$ cat config.mk
export PLATFORM = sky130hd
export DESIGN_NAME = cell_table_with_aging
export DESIGN_NICKNAME = d
export VERILOG_FILES = /design/src/rtl/ctwa_pkg.sv /design/src/rtl/cell_table_with_aging.sv
export SDC_FILE = /design/constraint.sdc
export NUM_CORES = 2
export LEC_CHECK = 0
export BUFFER_PORTS_ARGS = -buffer_cell sky130_fd_sc_hd__buf_4
export CELL_PAD_IN_SITES_DETAIL_PLACEMENT = 0
export CELL_PAD_IN_SITES_GLOBAL_PLACEMENT = 1
export CORE_MARGIN = 3
export CORE_UTILIZATION = 50
export CTS_BUF_LIST = sky130_fd_sc_hd__clkbuf_2 sky130_fd_sc_hd__clkbuf_4 sky130_fd_sc_hd__clkbuf_8
export CTS_CLUSTER_DIAMETER = 120
export CTS_CLUSTER_SIZE = 16
export DETAILED_ROUTE_END_ITERATION = 8
export HOLD_SLACK_MARGIN = 0.02
export PLACE_DENSITY_LB_ADDON = 0.1
export SLEW_MARGIN = 0
export SYNTH_ARGS = -nofsm -noshare
export SYNTH_HDL_FRONTEND = slang
export SYNTH_SLANG_ARGS = --single-unit
export TNS_END_PERCENT = 5
$ cat constraint.sdc
create_clock -name i_clk -period 10 [get_ports i_clk]
set_clock_uncertainty 0.2 [all_clocks]
set_input_delay 0.5 -clock i_clk [delete_from_list [all_inputs] [get_ports i_clk]]
set_output_delay 0.5 -clock i_clk [all_outputs]
set_load 0.01 [all_outputs]
$ cat src/rtl/ctwa_pkg.sv
// ----------------------------------------------------------------------------
// ctwa_pkg: shared definitions for the aging cell table
// Table size, field widths, expiry reset value, input kind codes and result event codes.
// ----------------------------------------------------------------------------
package ctwa_pkg;

    localparam int MAX_CELLS = 16;
    localparam int IDX_W     = (MAX_CELLS > 1) ? $clog2(MAX_CELLS) : 1;

    localparam int STATION_W = 64;
    localparam int CELL_W    = 32;
    localparam int TIME_W    = 48;
    localparam int LEVEL_W   = 16;
    localparam int TAG_W     = 16;
    localparam int EXPIRY_W  = 16;

    localparam logic [EXPIRY_W-1:0] EXPIRY_RESET = 16'd2000;

    typedef logic [1:0] t_kind;
    localparam t_kind KIND_ACK  = 2'd0;
    localparam t_kind KIND_MSG  = 2'd1;
    localparam t_kind KIND_TICK = 2'd2;

    typedef logic [1:0] t_event;
    localparam t_event EV_SIGNAL = 2'd0;
    localparam t_event EV_LOST   = 2'd1;
    localparam t_event EV_MSG    = 2'd2;

    typedef logic [IDX_W-1:0]     t_idx;
    typedef logic [STATION_W-1:0] t_station;
    typedef logic [CELL_W-1:0]    t_cell;
    typedef logic [TIME_W-1:0]    t_time;
    typedef logic signed [LEVEL_W-1:0] t_level;
    typedef logic [TAG_W-1:0]     t_tag;

endpackage

$ cat src/rtl/cell_table_with_aging.sv
// ----------------------------------------------------------------------------
// cell_table_with_aging: station-keyed cell table with expiry
// Ack and message items walk the table once in S_SCAN and then update it in
// S_ACT, which registers the result; busy is high while an item is in work.
// A tick walks the table once to age entries, then one full walk per lost
// result to pick the lowest station id.
// All walks share one entry read port and one compare unit indexed by r_idx.
// Reset clears valid bits and the cell id counter, sets expiry to EXPIRY_RESET.
// Results are single-cycle strobes; the receiver cannot stall.
// ----------------------------------------------------------------------------
module cell_table_with_aging (
    input  logic                     i_clk,
    input  logic                     i_rst_n,
    input  logic                     i_cfg_we,
    input  logic [15:0]              i_cfg_wdata,
    input  logic                     start,
    output logic                     busy,
    input  ctwa_pkg::t_kind          i_kind,
    input  ctwa_pkg::t_station       i_station_id,
    input  ctwa_pkg::t_level         i_signal_dbm,
    input  ctwa_pkg::t_tag           i_message_tag,
    input  ctwa_pkg::t_time          i_now_ms,
    output logic                     o_strobe,
    output ctwa_pkg::t_event         o_event_res,
    output ctwa_pkg::t_cell          o_cell_id,
    output ctwa_pkg::t_level         o_level_dbm,
    output ctwa_pkg::t_tag           o_tag_out,
    output logic                     o_last
);
    import ctwa_pkg::*;

    typedef enum logic [4:0] {
        S_IDLE = 5'b00001,
        S_SCAN = 5'b00010,
        S_ACT  = 5'b00100,
        S_AGE  = 5'b01000,
        S_SORT = 5'b10000
    } t_state;

    // table storage
    logic [MAX_CELLS-1:0] r_valid;
    t_station             r_station [MAX_CELLS];
    t_cell                r_cell    [MAX_CELLS];
    t_time                r_seen    [MAX_CELLS];
    t_level               r_level   [MAX_CELLS];

    logic [EXPIRY_W-1:0]  r_expiry;
    t_cell                r_id_ctr, n_id_ctr;
    t_state               r_state, n_state;
    t_idx                 r_idx, n_idx;

    // latched item
    t_kind    r_kind;
    t_station r_sid;
    t_level   r_sig;
    t_tag     r_tag;
    t_time    r_now;

    // lookup results
    logic   r_hit_found, n_hit_found;
    t_idx   r_hit_idx, n_hit_idx;
    t_cell  r_hit_cell, n_hit_cell;
    t_level r_hit_level, n_hit_level;
    logic   r_free_found, n_free_found;
    t_idx   r_free_idx, n_free_idx;

    // expiry and ordering
    logic [MAX_CELLS-1:0] r_gone, n_gone;
    logic     r_best_found, n_best_found;
    t_station r_best_station, n_best_station;
    t_cell    r_best_cell, n_best_cell;
    t_idx     r_best_idx, n_best_idx;

    // result register
    logic   r_strobe, n_strobe;
    t_event r_ev, n_ev;
    t_cell  r_out_cell, n_out_cell;
    t_level r_out_level, n_out_level;
    t_tag   r_out_tag, n_out_tag;
    logic   r_out_last, n_out_last;

    // table write controls
    logic   wr_en, wr_new, valid_set, valid_clr;
    t_idx   wr_idx;
    t_cell  new_cell;

    // shared compare unit on the entry at r_idx
    logic     last_idx, cur_hit, cur_free, expired, take;
    t_time    age;
    logic [MAX_CELLS-1:0] clr_mask;

    logic accept;
    assign accept = start && (r_state == S_IDLE);
    assign busy   = (r_state != S_IDLE);

    always_comb begin
        last_idx = (r_idx == IDX_W'(MAX_CELLS - 1));
        cur_hit  = r_valid[r_idx] && (r_station[r_idx] == r_sid);
        cur_free = !r_valid[r_idx];
        age      = r_now - r_seen[r_idx];
        expired  = r_valid[r_idx] && (age > {{(TIME_W-EXPIRY_W){1'b0}}, r_expiry});
        take     = r_gone[r_idx] && (!r_best_found || (r_station[r_idx] < r_best_station));
        new_cell = r_id_ctr + CELL_W'(1);
    end

    always_comb begin
        n_state        = r_state;
        n_idx          = r_idx;
        n_id_ctr       = r_id_ctr;
        n_hit_found    = r_hit_found;
        n_hit_idx      = r_hit_idx;
        n_hit_cell     = r_hit_cell;
        n_hit_level    = r_hit_level;
        n_free_found   = r_free_found;
        n_free_idx     = r_free_idx;
        n_gone         = r_gone;
        n_best_found   = r_best_found;
        n_best_station = r_best_station;
        n_best_cell    = r_best_cell;
        n_best_idx     = r_best_idx;
        n_strobe       = 1'b0;
        n_ev           = r_ev;
        n_out_cell     = r_out_cell;
        n_out_level    = r_out_level;
        n_out_tag      = r_out_tag;
        n_out_last     = r_out_last;
        wr_en          = 1'b0;
        wr_new         = 1'b0;
        wr_idx         = r_hit_idx;
        valid_set      = 1'b0;
        valid_clr      = 1'b0;
        clr_mask       = '0;

        unique case (r_state)
            S_IDLE: begin
                if (accept) begin
                    n_idx        = '0;
                    n_hit_found  = 1'b0;
                    n_free_found = 1'b0;
                    n_gone       = '0;
                    n_best_found = 1'b0;
                    if (i_kind == KIND_ACK || i_kind == KIND_MSG) begin
                        n_state = S_SCAN;
                    end else if (i_kind == KIND_TICK) begin
                        n_state = S_AGE;
                    end
                end
            end
            S_SCAN: begin
                if (cur_hit && !r_hit_found) begin
                    n_hit_found = 1'b1;
                    n_hit_idx   = r_idx;
                    n_hit_cell  = r_cell[r_idx];
                    n_hit_level = r_level[r_idx];
                end
                if (cur_free && !r_free_found) begin
                    n_free_found = 1'b1;
                    n_free_idx   = r_idx;
                end
                n_idx = r_idx + IDX_W'(1);
                if (last_idx) begin
                    n_state = S_ACT;
                end
            end
            S_ACT: begin
                n_state     = S_IDLE;
                n_out_last  = 1'b1;
                n_out_level = '0;
                n_out_tag   = '0;
                if (r_kind == KIND_ACK) begin
                    n_ev        = EV_SIGNAL;
                    n_out_level = r_sig;
                    if (r_hit_found) begin
                        wr_en      = 1'b1;
                        wr_idx     = r_hit_idx;
                        n_strobe   = (r_hit_level != r_sig);
                        n_out_cell = r_hit_cell;
                    end else if (r_free_found) begin
                        // new station: take the lowest free entry and a fresh id
                        wr_en      = 1'b1;
                        wr_new     = 1'b1;
                        valid_set  = 1'b1;
                        wr_idx     = r_free_idx;
                        n_id_ctr   = new_cell;
                        n_strobe   = (r_sig != '0);
                        n_out_cell = new_cell;
                    end
                end else begin
                    n_ev       = EV_MSG;
                    n_out_tag  = r_tag;
                    n_out_cell = r_hit_cell;
                    n_strobe   = r_hit_found;
                end
            end
            S_AGE: begin
                if (expired) begin
                    valid_clr     = 1'b1;
                    n_gone[r_idx] = 1'b1;
                end
                n_idx = r_idx + IDX_W'(1);
                if (last_idx) begin
                    n_state = (n_gone == '0) ? S_IDLE : S_SORT;
                end
            end
            S_SORT: begin
                if (take) begin
                    n_best_found   = 1'b1;
                    n_best_station = r_station[r_idx];
                    n_best_cell    = r_cell[r_idx];
                    n_best_idx     = r_idx;
                end
                n_idx = r_idx + IDX_W'(1);
                if (last_idx) begin
                    // emit the lowest remaining station, then rescan the rest
                    for (int j = 0; j < MAX_CELLS; j++) begin
                        clr_mask[j] = (n_best_idx == IDX_W'(j));
                    end
                    n_gone       = r_gone & ~clr_mask;
                    n_strobe     = 1'b1;
                    n_ev         = EV_LOST;
                    n_out_cell   = n_best_cell;
                    n_out_level  = '0;
                    n_out_tag    = '0;
                    n_out_last   = (n_gone == '0);
                    n_best_found = 1'b0;
                    n_idx        = '0;
                    n_state      = (n_gone == '0) ? S_IDLE : S_SORT;
                end
            end
            default: begin
                n_state = S_IDLE;
            end
        endcase
    end

    always_ff @(posedge i_clk) begin
        if (!i_rst_n) begin
            r_state  <= S_IDLE;
            r_valid  <= '0;
            r_id_ctr <= '0;
            r_expiry <= EXPIRY_RESET;
            r_strobe <= 1'b0;
            r_gone   <= '0;
        end else begin
            r_state  <= n_state;
            r_id_ctr <= n_id_ctr;
            r_strobe <= n_strobe;
            r_gone   <= n_gone;
            if (i_cfg_we) begin
                r_expiry <= i_cfg_wdata;
            end
            if (valid_set) begin
                r_valid[wr_idx] <= 1'b1;
            end
            if (valid_clr) begin
                r_valid[r_idx] <= 1'b0;
            end
        end
    end

    always_ff @(posedge i_clk) begin
        if (accept) begin
            r_kind <= i_kind;
            r_sid  <= i_station_id;
            r_sig  <= i_signal_dbm;
            r_tag  <= i_message_tag;
            r_now  <= i_now_ms;
        end
        if (wr_en) begin
            r_seen[wr_idx]  <= r_now;
            r_level[wr_idx] <= r_sig;
        end
        if (wr_new) begin
            r_station[wr_idx] <= r_sid;
            r_cell[wr_idx]    <= new_cell;
        end
        r_idx          <= n_idx;
        r_hit_found    <= n_hit_found;
        r_hit_idx      <= n_hit_idx;
        r_hit_cell     <= n_hit_cell;
        r_hit_level    <= n_hit_level;
        r_free_found   <= n_free_found;
        r_free_idx     <= n_free_idx;
        r_best_found   <= n_best_found;
        r_best_station <= n_best_station;
        r_best_cell    <= n_best_cell;
        r_best_idx     <= n_best_idx;
        r_ev           <= n_ev;
        r_out_cell     <= n_out_cell;
        r_out_level    <= n_out_level;
        r_out_tag      <= n_out_tag;
        r_out_last     <= n_out_last;
    end

    assign o_strobe    = r_strobe;
    assign o_event_res = r_ev;
    assign o_cell_id   = r_out_cell;
    assign o_level_dbm = r_out_level;
    assign o_tag_out   = r_out_tag;
    assign o_last      = r_out_last;

    // results come only out of the update cycle or the end of an ordering walk
    a_strobe_src: assert property (@(posedge i_clk) disable iff (!i_rst_n)
        o_strobe |-> ($past(r_state) == S_ACT || $past(r_state) == S_SORT))
        else $error("result strobe outside update or ordering walk");

    // the final result of an item frees the block
    a_last_idle: assert property (@(posedge i_clk) disable iff (!i_rst_n)
        (o_strobe && o_last) |-> (r_state == S_IDLE))
        else $error("busy after final result");

    // only a tick gives more than one result
    a_more_sort: assert property (@(posedge i_clk) disable iff (!i_rst_n)
        (o_strobe && !o_last) |-> (r_state == S_SORT && r_gone != '0))
        else $error("non-final result without pending lost entries");

    // an ordering walk always has entries left to report
    a_sort_gone: assert property (@(posedge i_clk) disable iff (!i_rst_n)
        (r_state == S_SORT) |-> (r_gone != '0))
        else $error("ordering walk with no expired entries");

    // expired entries are no longer valid
    a_gone_invalid: assert property (@(posedge i_clk) disable iff (!i_rst_n)
        (r_state == S_SORT) |-> ((r_gone & r_valid) == '0))
        else $error("expired entry still marked valid");

endmodule
# After elaboration in Yosys (flattened, before gate mapping)
# Memories as Yosys holds them, arrays and structs flattened. A register that Yosys moved wholly into a read port is not among the register bits.
# Cells that the tools add are included.
[totals]
word_cells = 198
mem_count = 4
regBits = 446
ram_bits = 2560
out_inout_bits = 69
[op_classes]
eq_ne = 35
add_sub_neg = 3
n_mux = 79
reduce_logical = 38
n_bitwise = 7
magnitude_cmp = 6
[mem_list]
columns = ["memory", "depth", "width", "read_ports", "rd_ports_with_merged_regs", "wr", "line_no", "rtl"]
rows = [
  ["r_station", 16, 64, 1, 1, 1, "cell_table_with_aging.sv:42", "t_station r_station [MAX_CELLS];"],
  ["r_seen", 16, 48, 1, 1, 1, "cell_table_with_aging.sv:44", "t_time r_seen [MAX_CELLS];"],
  ["r_cell", 16, 32, 1, 1, 1, "cell_table_with_aging.sv:43", "t_cell r_cell [MAX_CELLS];"],
  ["r_level", 16, 16, 1, 1, 1, "cell_table_with_aging.sv:45", "t_level r_level [MAX_CELLS];"],
]
[op_table]
columns = ["op", "count"]
rows = [
  ["16-bit 2-to-1 mux", 10],
  ["32-bit 2-to-1 mux", 5],
  ["64-bit equality test", 1],
  ["64-bit < comparator", 1],
  ["16-bit one-hot mux with 2 select lines", 2],
  ["32-bit one-hot mux with 2 select lines", 1],
  ["48-bit by 16-bit greater-than comparator with 1-bit output", 1],
  ["16-bit one-hot mux with 3 select lines", 1],
  ["48-bit subtractor", 1],
  ["4-bit 2-to-1 mux", 11],
  ["5-bit 2-to-1 mux", 8],
  ["4-bit equality test (second input constant)", 9],
  ["32-bit by 1-bit adder with 32-bit output (second input constant)", 1],
  ["16-bit bitwise AND", 2],
  ["16-bit zero test", 2],
  ["16-bit NOT", 2],
  ["16-bit OR", 2],
  ["1-bit 2-to-1 mux", 27],
  ["5-bit one-hot mux with 4 select lines", 1],
  ["4-bit by 3-bit equality test with 1-bit output (second input constant)", 4],
  ["16-bit != test", 1],
  ["16-bit nonzero test", 1],
  ["3-bit AND reduction", 5],
  ["2-bit != test (second input constant)", 6],
  ["other kinds (34)", 63],
]

# Logic depth before layout (Yosys ltp)
[depth]
ltp_word = 13
depth_mapped = 36
mapped_depth_nobuf = 27

# Least setup slack after synthesis
# OpenSTA, ideal clock, no wires.
[synth_timing]
kind = "flip-flop to flip-flop"
from = "register (tool-made name)"
to = "register r_hit_found (enable)"
required_time_ps = 9484
stages_incl_launch_ff = 11
synth_period_minus_slack_ps = 9198
n_path_buf = 3
arrival_ps = 8682
setup_slack_ps = 802
path_cell_list = "dfxtp_1 buf_2 buf_1 clkbuf_1 mux4_2 mux4_2 xor2_1 nor4_1 nand3_1 nor4_1 or2_2"
[synth_rtl]
columns = ["item", "line_no", "rtl"]
rows = [
  ["end signal: assignment", "cell_table_with_aging.sv:278", "r_hit_found <= n_hit_found;"],
  ["end: declaration", "cell_table_with_aging.sv:60", "logic r_hit_found, n_hit_found;"],
]

==> results_dict.tcl <==
set metrics [dict create \
    path_cells "buf_4, buf_4, buf_4, mux4_2, mux4_2, ha_1, a21o_1, a21o_1, a2111oi_0, o21ai_0, nor4_1, a21oi_4, buf_4, nor2_4, buf_4" \
    hold_ws_ns 0.149 \
    yosysTopAreaCellShare_pct 73.4 \
    max_slew_margin_pct 12.4 \
    syn_area_sq_um 120000 \
    post-route-period-util_pct 82.6 \
    synth-xor-area-share_pct 1.12 \
    p_sw_mw 8.39 \
    path_class "reg2reg" \
    boundaryPins 235 \
    cts_max_path_buffers 3 \
    globalplace.congestion 0.870 \
    cts_root_buffer "clkbuf_8" \
    clk_latency_ns 1.02 \
    htreeDepth 4 \
    yosysMostFrequentCell "edfxtp_1" \
    wl_met2_um 147000 \
    min_period_ns 8.26 \
    die_x_um 496 \
    synthToLayoutAreaGrowth_pct 11.0 \
    synth_edf_count 2936 \
    max_clock_freq_mhz 121 \
    crit_arrival_ns 8.68 \
    fillers 18100 \
    p_int_mw 20.0 \
    cp_slowest_cell "buf_4" \
    slew_violations 0 \
    rows 179 \
    cts_tree "done" \
    crit_required_ns 10.42 \
    end_kind "flop" \
    avgSynthCellArea_sq_um 20.8 \
    drt-met1-wl_um 125000 \
    cap_viol_max_count 0 \
    post_cts_resized 0 \
    p_seq_share_pct 51.9 \
    powerDensity_nw_per_um2 213 \
    path_max_fanout 68 \
    dr_wl_met3_um 14000 \
    drt_iter0_drc 6097 \
    die_h_um 496 \
    synth_compound_area_share_pct 2.49 \
    crit_path_start_kind "flop" \
    ir_worst_vdd_mv 0.151 \
    setup_viol 0 \
    initial_core_util_pct 50.4 \
    syn_nets 6068 \
    yosysUniqueCellTypes 84 \
    tightest_slew_ns 1.30 \
    dp.cells 9032 \
    switching_share_pct 29.6 \
    hold_viol 0 \
    pwr-share-clk_pct 21.1 \
    vias 59000 \
    cts_buffers 207 \
    synthArstFlopShare_pct 0 \
    cts_sinks 3026 \
    grt_pass1_wl_um 427000 \
    p_comb_share_pct 27.0 \
    nets 6729 \
    run_status "complete, no violations" \
    synth-seq-cells 3026 \
    synth_area_leader_cell "edfxtp_1" \
    synth_top_family_by_area "multiplexers" \
    via_per_inst 6.09 \
    clk_pin_slew_ns 0.10 \
    stdcell_count 9684 \
    tns_ns 0 \
    wl_per_cell_um 30.1 \
    ant_nets 0 \
    top_layer "met4" \
    cp_common_cell "buf_4" \
    leakagePower_nw 41.8 \
    netlist_instances 5768 \
    synth_adder_area_share_pct 1.40 \
    drtPass1Iterations 5 \
    grt_max_degree 98 \
    antenna_found_initial 7 \
    ys_seq_area_share_pct 74.9 \
    grt_remaining_overflow 0 \
    synthMuxAreaShare_pct 15.9 \
    routed_wl_um 292000 \
    yosysWarnings 0 \
    drive_above_1_share_pct 24.0 \
    min_path_type "in2reg" \
    ys.flop_type "edfxtp_1" \
    fp.coreArea_sq_um 238000 \
    cpPeakStageDelay_ns 0.96 \
    grt_pass1_vias 60600 \
    yosys.area_share.simple_pct 2.76 \
    die_area_sq_um 246000 \
    drc_errors 0 \
    track_usage_pct 23.9 \
    rsz0062_at_grt "false" \
    portBuffers 234 \
    synth_area_leaders "edfxtp_1 (73%), mux4_2 (15%), dfxtp_1 (1.5%)" \
    synth_common_cells "edfxtp_1 (2,936), mux4_2 (807), nand2_1 (176)" \
    dp.final_hpwl_um 154000 \
]
## metal layers
metal / up-vias / global-route usage (%)
met4: 0 / 4.53
li1: 25000 / -
met3: 310 / 2.80
met5: - / 0
met2: 1661 / 39.9
met1: 32000 / 34.6
## power by group through the flow
stage	clock (mW)	combinational, mW	sequential, mW
floorplan	0	5.57	14.8
CTS	6.19	7.75	14.7
finish	6.00	7.65	14.7
global route	6.62	8.29	14.8
global placement	0	7.61	15.0
detailed placement	0	7.61	15.0
## state kept, by name (all words and copies together), names as in the netlist, 32 cells and up, named ones only
name / cells
r_cell: 512
r_hit_cell: 32
r_level: 256
r_best_station: 64
r_id_ctr: 32
r_seen: 768
o_cell_id: 32
r_now: 48
r_station: 1024
r_best_cell: 32
r_sid: 64
## stage by stage
step | cell area, sq um | setup slack (ns) | power, mW | util (%)
floorplan | 120000 | 0.802 | 20.3 | -
global placement | 126000 | 1.70 | 22.6 | 53.0
CTS | 133000 | 1.60 | 28.7 | 55.9
global route | 133000 | 1.15 | 29.7 | 56.0
detailed placement | 126000 | 1.61 | 22.6 | 53.0
finish | 133000 | 1.74 | 28.4 | 56.0
## layout by cell type (no fill, tap or decap), types with 8 or more instances in the layout
| master | n |
|---|---|
| edfxtp_1 | 2936 |
| mux4_2 | 807 |
| dlygate4sd3_1 | 355 |
| buf_4 | 342 |
| clkbuf_8 | 210 |
| nand2_1 | 176 |
| inv_1 | 155 |
| ha_1 | 133 |
| o21ai_0 | 131 |
| a21oi_1 | 125 |
| nor2_1 | 122 |
| xnor2_1 | 88 |
| dfxtp_1 | 86 |
| clkbuf_4 | 69 |
| xor2_1 | 64 |
| nand4_1 | 57 |
| mux2i_1 | 53 |
| nor3_1 | 48 |
| nand3_1 | 42 |
| mux2_2 | 37 |
| and3_1 | 36 |
| nor2_4 | 33 |
| a21o_1 | 30 |
| or3_1 | 29 |
| and2_1 | 26 |
| a31oi_1 | 26 |
| o211ai_1 | 21 |
| nor4_1 | 21 |
| buf_12 | 18 |
| o21a_1 | 17 |
| a211oi_1 | 14 |
| nand2b_1 | 11 |
| nor2b_1 | 11 |
| nor3b_1 | 9 |
| and4_1 | 8 |
## cell type report
| type | count | area, sq um | share of cell area (%) |
|---|---|---|---|
| Inverter | 158 | 603 | 0.452 |
| Multi-Input combinational cell | 2321 | 28800 | 21.6 |
| Clock buffer | 279 | 3410 | 2.56 |
| Timing Repair Buffer | 715 | 6480 | 4.86 |
| Tap cell | 3167 | 3960 | 2.97 |
| Clock inverter | 11 | 114 | 0.0854 |
| Antenna cell | 7 | 17.5 | 0.0131 |
| Sequential cell | 3026 | 90000 | 67.5 |
## timing repair
| action | in CTS | in global routing |
|---|---|---|
| setup buffers | 0 | 0 |
| hold buffers | 355 | 0 |
| hold endpoints to repair | 203 | 0 |
## worst max-delay path, delay by kind of cell, from the launching register on
kind	cells	cell delay, ns
simple gates	2	0.73
fa+ha+maj	1	0.32
mux	2	0.96
flops	1	0.65
buf+inv	5	3.56
compound gates	5	1.25
## path summary, 6_finish.rpt
check | cells past startpoint | slack [ns] | to | startpoint
setup / recovery | 15 | 1.74 | r_best_station[29] | flop
hold / removal | 4 | 0.15 | r_state[1] | i_kind[1]
hold reg to reg | 2 | 0.31 | r_id_ctr[1] | r_id_ctr[1]
setup reg to reg | 15 | 1.74 | r_best_station[29] | flop
## logic make-up after synthesis
| group | after synthesis |
|---|---|
| fa+ha+maj | 134 |
| xor+xnor | 153 |
| compound gates | 472 |
| flops | 3026 |
| simple gates | 664 |
| mux | 898 |
| buf+inv | 421 |
(Power assumes the default switching activity.)
